==> src/assert_macros.svh <==
// assertion macros for the image checker core
`ifndef ASSERT_MACROS_SVH
`define ASSERT_MACROS_SVH
`ifndef SYNTH
`define ASSERT_IMPL(lbl, ante, cons) \
	lbl: assert property (@(posedge clk) disable iff (!arst_n) (ante) |-> (cons)) \
		else $error("implication check failed");
`define ASSERT_NEXT(lbl, ante, cons) \
	lbl: assert property (@(posedge clk) disable iff (!arst_n) (ante) |=> (cons)) \
		else $error("next-cycle check failed");
`else
`define ASSERT_IMPL(lbl, ante, cons)
`define ASSERT_NEXT(lbl, ante, cons)
`endif
`endif

==> src/imcc_pkg.sv <==
// types, constants and crc helpers for the image checker core
package imcc_pkg;

	localparam logic [31:0] CRC_POLY      = 32'hEDB8_8320;
	localparam logic [31:0] CRC_INIT      = 32'hFFFF_FFFF;
	localparam logic [31:0] MAGIC0_RESET  = 32'h4649_4C41;
	localparam logic [31:0] MAGIC1_RESET  = 32'h4D52_5350;
	localparam logic [31:0] WORD_BYTES    = 32'd4;
	localparam logic [31:0] MAGIC_BYTES   = 32'd8;

	localparam logic [1:0] CFG_MAGIC0 = 2'd0;
	localparam logic [1:0] CFG_MAGIC1 = 2'd1;

	localparam logic [1:0] ST_PASS    = 2'd0;
	localparam logic [1:0] ST_FAIL    = 2'd1;
	localparam logic [1:0] ST_LEN_BAD = 2'd2;

	typedef struct packed {
		logic adv;
		logic clr;
	} imcc_ctl_t;

	typedef struct packed {
		logic        magic_match;
		logic        pattern_match;
		logic        short_img;
		logic [31:0] bad_offset;
	} imcc_chk_t;

	typedef struct packed {
		logic [31:0] first_bad_offset;
		logic [31:0] stored_crc;
		logic [31:0] computed_crc;
		logic        crc_good;
		logic        pattern_good;
		logic        magic_good;
		logic [1:0]  status;
	} imcc_result_t;

	typedef logic [31:0][31:0] crc_cols_t;

	function automatic crc_cols_t crc_cols_build();
		crc_cols_t   cols;
		logic [31:0] c;
		for (int i = 0; i < 32; i++) begin
			c = 32'd1 << i;
			for (int k = 0; k < 32; k++) begin
				c = c[0] ? ((c >> 1) ^ CRC_POLY) : (c >> 1);
			end
			cols[i] = c;
		end
		return cols;
	endfunction

	localparam crc_cols_t CRC_COLS = crc_cols_build();

	// one word of reflected crc as an xor of precomputed columns
	function automatic logic [31:0] crc_update(input logic [31:0] x);
		logic [31:0] nxt;
		nxt = '0;
		for (int i = 0; i < 32; i++) begin
			if (x[i]) begin
				nxt = nxt ^ CRC_COLS[i];
			end
		end
		return nxt;
	endfunction

endpackage

==> src/image_magic_pattern_crc_checker_core.sv <==
// top level of the image magic, offset pattern and crc checker
//
//  channel   dir  data                                   side
//  s_axis    in   tdata[31:0] data word                  tlast marks trailer
//  m_axis    out  tdata[103:0] result, see port comment  one word per trailer
//  cfg       in   cfg_wdata, cfg_index 0 magic0, 1 magic1
//
// one word per cycle unless a trailer stalls, through a single input register stage
// res_q loads as the trailer leaves the input stage, later while m_axis is held
// arst_n clears the magic registers to their defaults and all check state
// a trailer waits while the result register is held full and the input stalls behind it
`include "assert_macros.svh"

module image_magic_pattern_crc_checker_core (
	input  logic         clk,
	input  logic         arst_n,
	input  logic         cfg_we,
	input  logic [1:0]   cfg_index,
	input  logic [31:0]  cfg_wdata,
	input  logic         s_axis_tvalid,
	output logic         s_axis_tready,
	input  logic [31:0]  s_axis_tdata,   // data_word
	input  logic         s_axis_tlast,   // last_word
	output logic         m_axis_tvalid,
	input  logic         m_axis_tready,
	// status[1:0] magic_good[2] pattern_good[3] crc_good[4] computed_crc[36:5]
	// stored_crc[68:37] first_bad_offset[100:69] zero[103:101]
	output logic [103:0] m_axis_tdata
);
	import imcc_pkg::*;

	logic [31:0]  magic0_q;
	logic [31:0]  magic1_q;
	logic         valid_s1;
	logic [31:0]  word_s1;
	logic         last_s1;
	logic         consume;
	logic         out_valid_q;
	imcc_result_t res_q;
	imcc_result_t res_d;
	imcc_ctl_t    ctl;
	imcc_chk_t    chk;
	logic [31:0]  crc;
	logic [31:0]  computed;
	logic         crc_ok;

	always_ff @(posedge clk or negedge arst_n) begin
		if (!arst_n) begin
			magic0_q <= MAGIC0_RESET;
			magic1_q <= MAGIC1_RESET;
		end else if (cfg_we) begin
			unique case (cfg_index)
				CFG_MAGIC0: magic0_q <= cfg_wdata;
				CFG_MAGIC1: magic1_q <= cfg_wdata;
				default: ;
			endcase
		end
	end

	assign consume       = valid_s1 && (!last_s1 || !out_valid_q || m_axis_tready);
	assign s_axis_tready = !valid_s1 || consume;

	always_ff @(posedge clk or negedge arst_n) begin
		if (!arst_n) begin
			valid_s1 <= 1'b0;
		end else if (s_axis_tready) begin
			valid_s1 <= s_axis_tvalid;
		end
	end

	always_ff @(posedge clk) begin
		if (s_axis_tready && s_axis_tvalid) begin
			word_s1 <= s_axis_tdata;
			last_s1 <= s_axis_tlast;
		end
	end

	assign ctl.adv = consume && !last_s1;
	assign ctl.clr = consume && last_s1;

	imcc_crc u_crc (
		.clk    (clk),
		.arst_n (arst_n),
		.ctl    (ctl),
		.word   (word_s1),
		.crc    (crc)
	);

	imcc_pattern u_pattern (
		.clk    (clk),
		.arst_n (arst_n),
		.ctl    (ctl),
		.word   (word_s1),
		.magic0 (magic0_q),
		.magic1 (magic1_q),
		.chk    (chk)
	);

	assign computed = ~crc;
	assign crc_ok   = (computed == word_s1);

	always_comb begin
		res_d            = '0;
		res_d.stored_crc = word_s1;
		if (chk.short_img) begin
			res_d.status = ST_LEN_BAD;
		end else begin
			res_d.magic_good       = chk.magic_match;
			res_d.pattern_good     = chk.pattern_match;
			res_d.crc_good         = crc_ok;
			res_d.computed_crc     = computed;
			res_d.first_bad_offset = chk.bad_offset;
			res_d.status = (chk.magic_match && chk.pattern_match && crc_ok) ?
				ST_PASS : ST_FAIL;
		end
	end

	always_ff @(posedge clk or negedge arst_n) begin
		if (!arst_n) begin
			out_valid_q <= 1'b0;
		end else if (ctl.clr) begin
			out_valid_q <= 1'b1;
		end else if (m_axis_tready) begin
			out_valid_q <= 1'b0;
		end
	end

	always_ff @(posedge clk) begin
		if (ctl.clr) begin
			res_q <= res_d;
		end
	end

	assign m_axis_tvalid = out_valid_q;
	assign m_axis_tdata  = {3'b000, res_q};

	`ASSERT_IMPL(a_pass_all_good, out_valid_q && res_q.status == ST_PASS,
		res_q.magic_good && res_q.pattern_good && res_q.crc_good)
	`ASSERT_IMPL(a_short_clean, out_valid_q && res_q.status == ST_LEN_BAD,
		!res_q.magic_good && !res_q.crc_good && res_q.computed_crc == 32'd0)
	`ASSERT_NEXT(a_trailer_result, ctl.clr, out_valid_q)
	`ASSERT_IMPL(a_status_code, out_valid_q,
		res_q.status == ST_PASS || res_q.status == ST_FAIL || res_q.status == ST_LEN_BAD)

endmodule

==> src/imcc_crc.sv <==
// running crc-32 register with one-word parallel update
module imcc_crc (
	input  logic                clk,
	input  logic                arst_n,
	input  imcc_pkg::imcc_ctl_t ctl,
	input  logic [31:0]         word,
	output logic [31:0]         crc
);
	import imcc_pkg::*;

	logic [31:0] crc_q;

	always_ff @(posedge clk or negedge arst_n) begin
		if (!arst_n) begin
			crc_q <= CRC_INIT;
		end else if (ctl.clr) begin
			crc_q <= CRC_INIT;
		end else if (ctl.adv) begin
			crc_q <= crc_update(crc_q ^ word);
		end
	end

	assign crc = crc_q;

endmodule

==> src/imcc_pattern.sv <==
// byte offset counter, magic and offset-pattern checks
module imcc_pattern (
	input  logic                clk,
	input  logic                arst_n,
	input  imcc_pkg::imcc_ctl_t ctl,
	input  logic [31:0]         word,
	input  logic [31:0]         magic0,
	input  logic [31:0]         magic1,
	output imcc_pkg::imcc_chk_t chk
);
	import imcc_pkg::*;

	logic [31:0] offset_q;
	logic        magic_q;
	logic        pattern_q;
	logic [31:0] bad_q;
	logic        is_w0;
	logic        is_w1;
	logic        magic_miss;
	logic        body_miss;

	assign is_w0      = (offset_q == 32'd0);
	assign is_w1      = (offset_q == WORD_BYTES);
	assign magic_miss = (is_w0 && (word != magic0)) || (is_w1 && (word != magic1));
	assign body_miss  = !is_w0 && !is_w1 && (word != offset_q) && pattern_q;

	always_ff @(posedge clk or negedge arst_n) begin
		if (!arst_n) begin
			offset_q  <= '0;
			magic_q   <= 1'b1;
			pattern_q <= 1'b1;
			bad_q     <= '0;
		end else if (ctl.clr) begin
			offset_q  <= '0;
			magic_q   <= 1'b1;
			pattern_q <= 1'b1;
			bad_q     <= '0;
		end else if (ctl.adv) begin
			offset_q <= offset_q + WORD_BYTES;
			if (magic_miss) begin
				magic_q <= 1'b0;
			end
			if (body_miss) begin
				pattern_q <= 1'b0;
				bad_q     <= offset_q;
			end
		end
	end

	assign chk.magic_match   = magic_q;
	assign chk.pattern_match = pattern_q;
	assign chk.short_img     = (offset_q < MAGIC_BYTES);
	assign chk.bad_offset    = bad_q;

endmodule
==> config.mk <==
export PLATFORM = sky130hd
export DESIGN_NAME = image_magic_pattern_crc_checker_core
export DESIGN_NICKNAME = d
export VERILOG_FILES = /design/src/imcc_pkg.sv /design/src/image_magic_pattern_crc_checker_core.sv /design/src/imcc_crc.sv /design/src/imcc_pattern.sv
export VERILOG_INCLUDE_DIRS = /design/src /design/src/src
export SDC_FILE = /design/constraint.sdc
export NUM_CORES = 1
export LEC_CHECK = 0
export ABC_CLOCK_PERIOD_IN_PS = 6150
export BUFFER_PORTS_ARGS = -buffer_cell sky130_fd_sc_hd__clkbuf_2
export CAP_MARGIN = 15
export CORE_MARGIN = 3
export CORE_UTILIZATION = 42
export DETAILED_ROUTE_END_ITERATION = 12
export PLACE_DENSITY = 0.6
export SYNTH_ARGS = -nofsm -noshare
export SYNTH_HDL_FRONTEND = slang
export SYNTH_SLANG_ARGS = --single-unit
==> constraint.sdc <==
create_clock -name clk -period 6.15 [get_ports clk]
set_clock_uncertainty 0.2 [all_clocks]
set_input_delay 0.3075 -clock clk [delete_from_list [all_inputs] [get_ports clk]]
set_output_delay 0.3075 -clock clk [all_outputs]
set_load 0.01 [all_outputs]
# Word-level counts from Yosys, hierarchy flattened
# Index checks and enable logic that the tools add are counted.
# word_totals
ff_bits,298
latchBits,0
ram_bits,0
romBits,0
input_bits,72
out_inout_bits,106
wordCells,199
mem_count,0
# classes
addsub,1
multipliers,0
div,0
order_cmp,1
eq_ne,6
shift,0
mux,110
bitwise_logic,33
n_reduce_logical,30
# ops
op,n
$mux 32,82
$mux 31,6
$mux 30,4
$not 13->13,9
$ne 32x32->1,3
$mux 29,3
$not 14->14,6
$not 15->15,4
$mux 28,2
$mux 27,2
$not 12->12,4
$not 16->16,3
$add 32x3->32 const B,1
$eq 32x3->1 const B,1
$eq 32x32->1,1
$logic_not 32->1,1
$lt 32x4->1 const B,1
$not 32->32,1
$xor 32x32->32,1
$mux 26,1
$mux 25,1
$not 11->11,2
$not 20->20,1
$not 18->18,1
9 further kinds,40

# Longest topological paths before layout
# depth
ltp_word,131
depth_mapped,9
depth_no_buf,9

# Modules after synthesis
# A second synthesis with hierarchy kept.
# hier_totals
hier_cells,1163
hier_area_um2,15215.8
# by_module_without_submodules
mod,instances,cells_per_inst,area_each_um2,seq_area_each_um2
image_magic_pattern_crc_checker_core,1,401,7302.0,5705.5
imcc_pattern,1,414,4078.9,1579.0
imcc_crc,1,348,3834.9,840.8

# Worst setup path before layout
# No wires, ideal clock.
# synth_path
kind,register -> register
from,register last_s1
to,"register res_q, in the netlist m_axis_tdata[0], enable pin"
setup_time_ns,0.504
t_arrival_ns,4.084
required_ns,5.446
slack_ns,1.362
path_stages_with_launch,7
n_path_buf,2
period_less_slack_ns,4.788
cell_sequence,edfxtp_1 -> nand3b_1 -> and2_1 -> clkbuf_1 -> nand2_1 -> inv_1 -> clkbuf_1
# synth_rtl
element,line,source
from (decl),image_magic_pattern_crc_checker_core.sv:36,logic last_s1;
from (signal assigned),image_magic_pattern_crc_checker_core.sv:74,last_s1 <= s_axis_tlast;
to (signal assigned),image_magic_pattern_crc_checker_core.sv:130,res_q <= res_d;
to (decl),image_magic_pattern_crc_checker_core.sv:39,imcc_result_t res_q;

# Final worst setup path
# layout_path
from,register valid_s1
to,"register res_q, in the netlist m_axis_tdata[16], enable pin"
# layout_between
elab_chain_cells,2
# layout_lines
element,line,source
from (decl),image_magic_pattern_crc_checker_core.sv:34,logic valid_s1;
from (signal assigned),image_magic_pattern_crc_checker_core.sv:67,valid_s1 <= s_axis_tvalid;
$logic_and 1x1->1,image_magic_pattern_crc_checker_core.sv:60,assign consume = valid_s1 && (!last_s1 || !out_valid_q || m_axis_tready);
$logic_and 1x1->1,image_magic_pattern_crc_checker_core.sv:79,assign ctl.clr = consume && last_s1;
# No other way between the ends.
# A chain may end at the register's enable or synchronous reset.

==> run summary <==
Post-synth top flop - edfxtp_1
CP required - 6.11 ns
Post-Place Worst Slack - 2.737 ns
CTS Buffer Depth - 3
Die Wd - 194.2 µm
Seq pwr share - 0.257
Hold Path Class - primary input to async pin
max frequency - 0.2912 GHz
peak fanout along the critical path - 86
Hold Fails Final Rpt - 0
pin count of the biggest net entering global routing - 87
flops & latches, synth - 294
Syn-to-layout area delta - 21.92%
status - complete, no violations
CTS buffer count - 34
switching share of power - 0.3734
initial core utilization - 0.4285
ys async rst share - 0.5476
worst reg2reg path startpoint - valid_s1
multiplexer share of the synthesized area - 0.06863
EDFF count, synth - 133
WL final - 41,820 µm
gr usage total - 0.2226
worst stage delay on the critical path - 0.81 ns
max-cap viol count - 0
Slew Limit Fails - 0
Setup WS post-layout - 2.716 ns
post-route ant nets - 0
first-pass GRT wire length - 63,740 µm
clk_lat worst skew - 0.53 ns
Sink Count - 294
Core Region - 0.03471 mm²
worst slew pin tran - 0.8178 ns
static leakage - 7.368 nW
H-tree Lvls - 2
Nets - 1,445
critical path launch point type - register
vias in the first global route - 9,803
Rows - 68
Synth Area in XOR/XNOR - 0.2561
synth unique cells - 47
slowest CP cell - dfrtp_1
Seq/Total Area, Yosys - 0.5442
critical path capture point type - register
commonest cells after routing, fill and taps aside - 173 x clkbuf_2, 172 x xnor2_1, 133 x edfxtp_1, 127 x nor2_1, 114 x xor2_1
relative slew slack - 0.4521
worst path cell trace - and2_1 -> buf_4 -> nand2_1 -> inv_6 -> buf_4
commonest non-fill, non-tap cell in the layout - clkbuf_2
root buffer cell - clkbuf_16
detailed placement HPWL - 29,550 µm
die span in y - 194.2 µm
Logic pwr share - 0.539
Final period util - 0.5583
DRC viols - 0
P_int - 6.636 mW
cell area power density - 583.9 mW/mm²
largest family of logic cells by synthesized area - XOR/XNOR gates
total grt overflow - 0
CTS tree - yes
crit path from - valid_s1
initial antenna violation count - 0
Critical Path AT - 3.39 ns
fin crit period - 3.434 ns
wire per inst - 22.62 µm
sw power - 3.954 mW
synthesized cell area - 0.01488 mm²
final setup TNS - 0 ns
total number of vias - 9,509
global placer's final weighted congestion - 0.9474
1st-iter DRT viols - 635
Post-Synth Adder-Cell Area - 0.003364
Synth Area in Compound Gates - 0.02086
RSZ-0062 raised after global routing - false
Pwr Total - 10.59 mW
Die ar. - 0.03771 mm²
Crit path top cell by count - buf_4
Synth Area per Inst - 13.20 µm²
Peak VDD IR - 0.3068 mV
DR pass1 iterations - 5
final setup violation count - 0
hold_ws - 0.1160 ns
Syn Inst Count - 1,127
Simple-Gate Fraction of Synth Area - 0.08916
Port Buf Inserts - 174
Diodes inserted - 0
CP Class - register to register
share of layout cells above drive strength 1 - 0.2920
Clock transition at path regs - 0.06 ns
clock share of power - 0.204
Warnings, synthesis - 0
DR vias/cell - 5.143
post-CTS sizing - 0
Top-Level Pins - 178
[critical path, delay by kind of cell (launching register included)]
| family | cells | cell delay [ns] |
|---|---|---|
| buf+inv | 3 | 1.45 |
| flops | 1 | 0.81 |
| simple gates | 2 | 0.48 |
[cells in the mapped netlist, drive strengths merged, types with 2 or more instances]
| cell | instances | area share |
|---|---|---|
| a31oi | 13 | 0.0055 |
| nor4 | 32 | 0.014 |
| xnor3 | 24 | 0.036 |
| clkbuf | 37 | 0.0093 |
| nand4 | 23 | 0.0097 |
| or3 | 5 | 0.0021 |
| mux2i | 30 | 0.020 |
| nand2 | 18 | 0.0045 |
| mux2 | 64 | 0.048 |
| xor2 | 121 | 0.077 |
| nor2 | 127 | 0.032 |
| o22a | 4 | 0.0024 |
| and4 | 3 | 0.0018 |
| dfstp | 58 | 0.10 |
| o21ai | 13 | 0.0044 |
| edfxtp | 133 | 0.27 |
| nand3 | 10 | 0.0034 |
| xor3 | 3 | 0.0048 |
| a21oi | 19 | 0.0064 |
| nor2b | 32 | 0.013 |
| nand2b | 2 | 0.00084 |
| ha | 4 | 0.0034 |
| buf | 14 | 0.0053 |
| nor3 | 6 | 0.0020 |
| nand3b | 3 | 0.0015 |
| dfrtp | 103 | 0.17 |
| inv | 11 | 0.0028 |
| and2 | 3 | 0.0013 |
| xnor2 | 202 | 0.14 |
[metrics by stage]
| step | instances | util | area, µm² |
|---|---|---|---|
| after floorplan | 1129 | - | 14880 |
| after global placement | 1719 | 0.4675 | 16230 |
| after detailed placement | 1719 | 0.4675 | 16230 |
| after CTS | 1848 | 0.5221 | 18120 |
| after global routing | 1849 | 0.5225 | 18140 |
| final | 1849 | 0.5225 | 18140 |
[cell type report]
cell class | instances | area, µm²
Fill cell | 3019 | 16580
Sequential cell | 294 | 8095
Inverter | 11 | 46.29
Multi-Input combinational cell | 773 | 6550
Tap cell | 455 | 569.3
Clock buffer | 51 | 1046
Timing Repair Buffer | 255 | 1659
Clock inverter | 10 | 170.2
[path summary, 6_finish.rpt]
| path | cells past startpoint | slack (ns) | endpoint |
|---|---|---|---|
| worst max-delay path | 5 | 2.72 | m_axis_tdata[16] |
| worst min-delay path | 2 | 0.12 | u_pattern.bad_q[1] |
| worst max register to register | 5 | 2.72 | m_axis_tdata[16] |
| worst min register to register | 2 | 0.31 | u_pattern.bad_q[25] |
| max in group asynchronous | 3 | 4.49 | magic1_q[0] |
| min in group clk | 4 | 0.30 | magic0_q[31] |
[state kept, by name (all words and copies together), names as in the netlist, 30 cells and up]
name,count
u_crc.crc,32
u_pattern.offset_q,30
magic0_q,32
u_pattern.bad_q,31
magic1_q,32
m_axis_tdata,100
word_s1,32
[cells by family after synthesis]
family | after synthesis
AND/OR/NAND/NOR | 269
AO/OA/AOI/OAI | 53
multiplexers | 94
adder cells (fa/ha/maj) | 4
flip-flops | 294
XOR/XNOR | 350
other | 1
buffers and inverters | 62
[metal layers]
metal  routed length (µm)  vias to the layer above  track usage
li1                     -                     4360            -
met1                19130                     4743       0.3269
met2                18610                      341       0.3376
met3                 2848                       65      0.04136
met4                 1227                        0      0.06809
met5                    0                        -            0
[what timing repair did]
action,in CTS,in global routing
endpoints found under the hold margin,144,0
setup endpoints to repair,0,0
buffers inserted,0,0
hold buffers,68,0
[power by group through the flow]
stage / registers, mW / logic, mW / clock network [mW]
3_3_place_gp: 2.76 / 5.62 / 0
4_1_cts: 2.72 / 5.67 / 2.21
3_5_place_dp: 2.75 / 5.60 / 0
6_report: 2.72 / 5.71 / 2.16
2_1_floorplan: 2.66 / 4.48 / 0
5_1_grt: 2.75 / 6.10 / 2.29
Power figures use the tool's default switching activity.
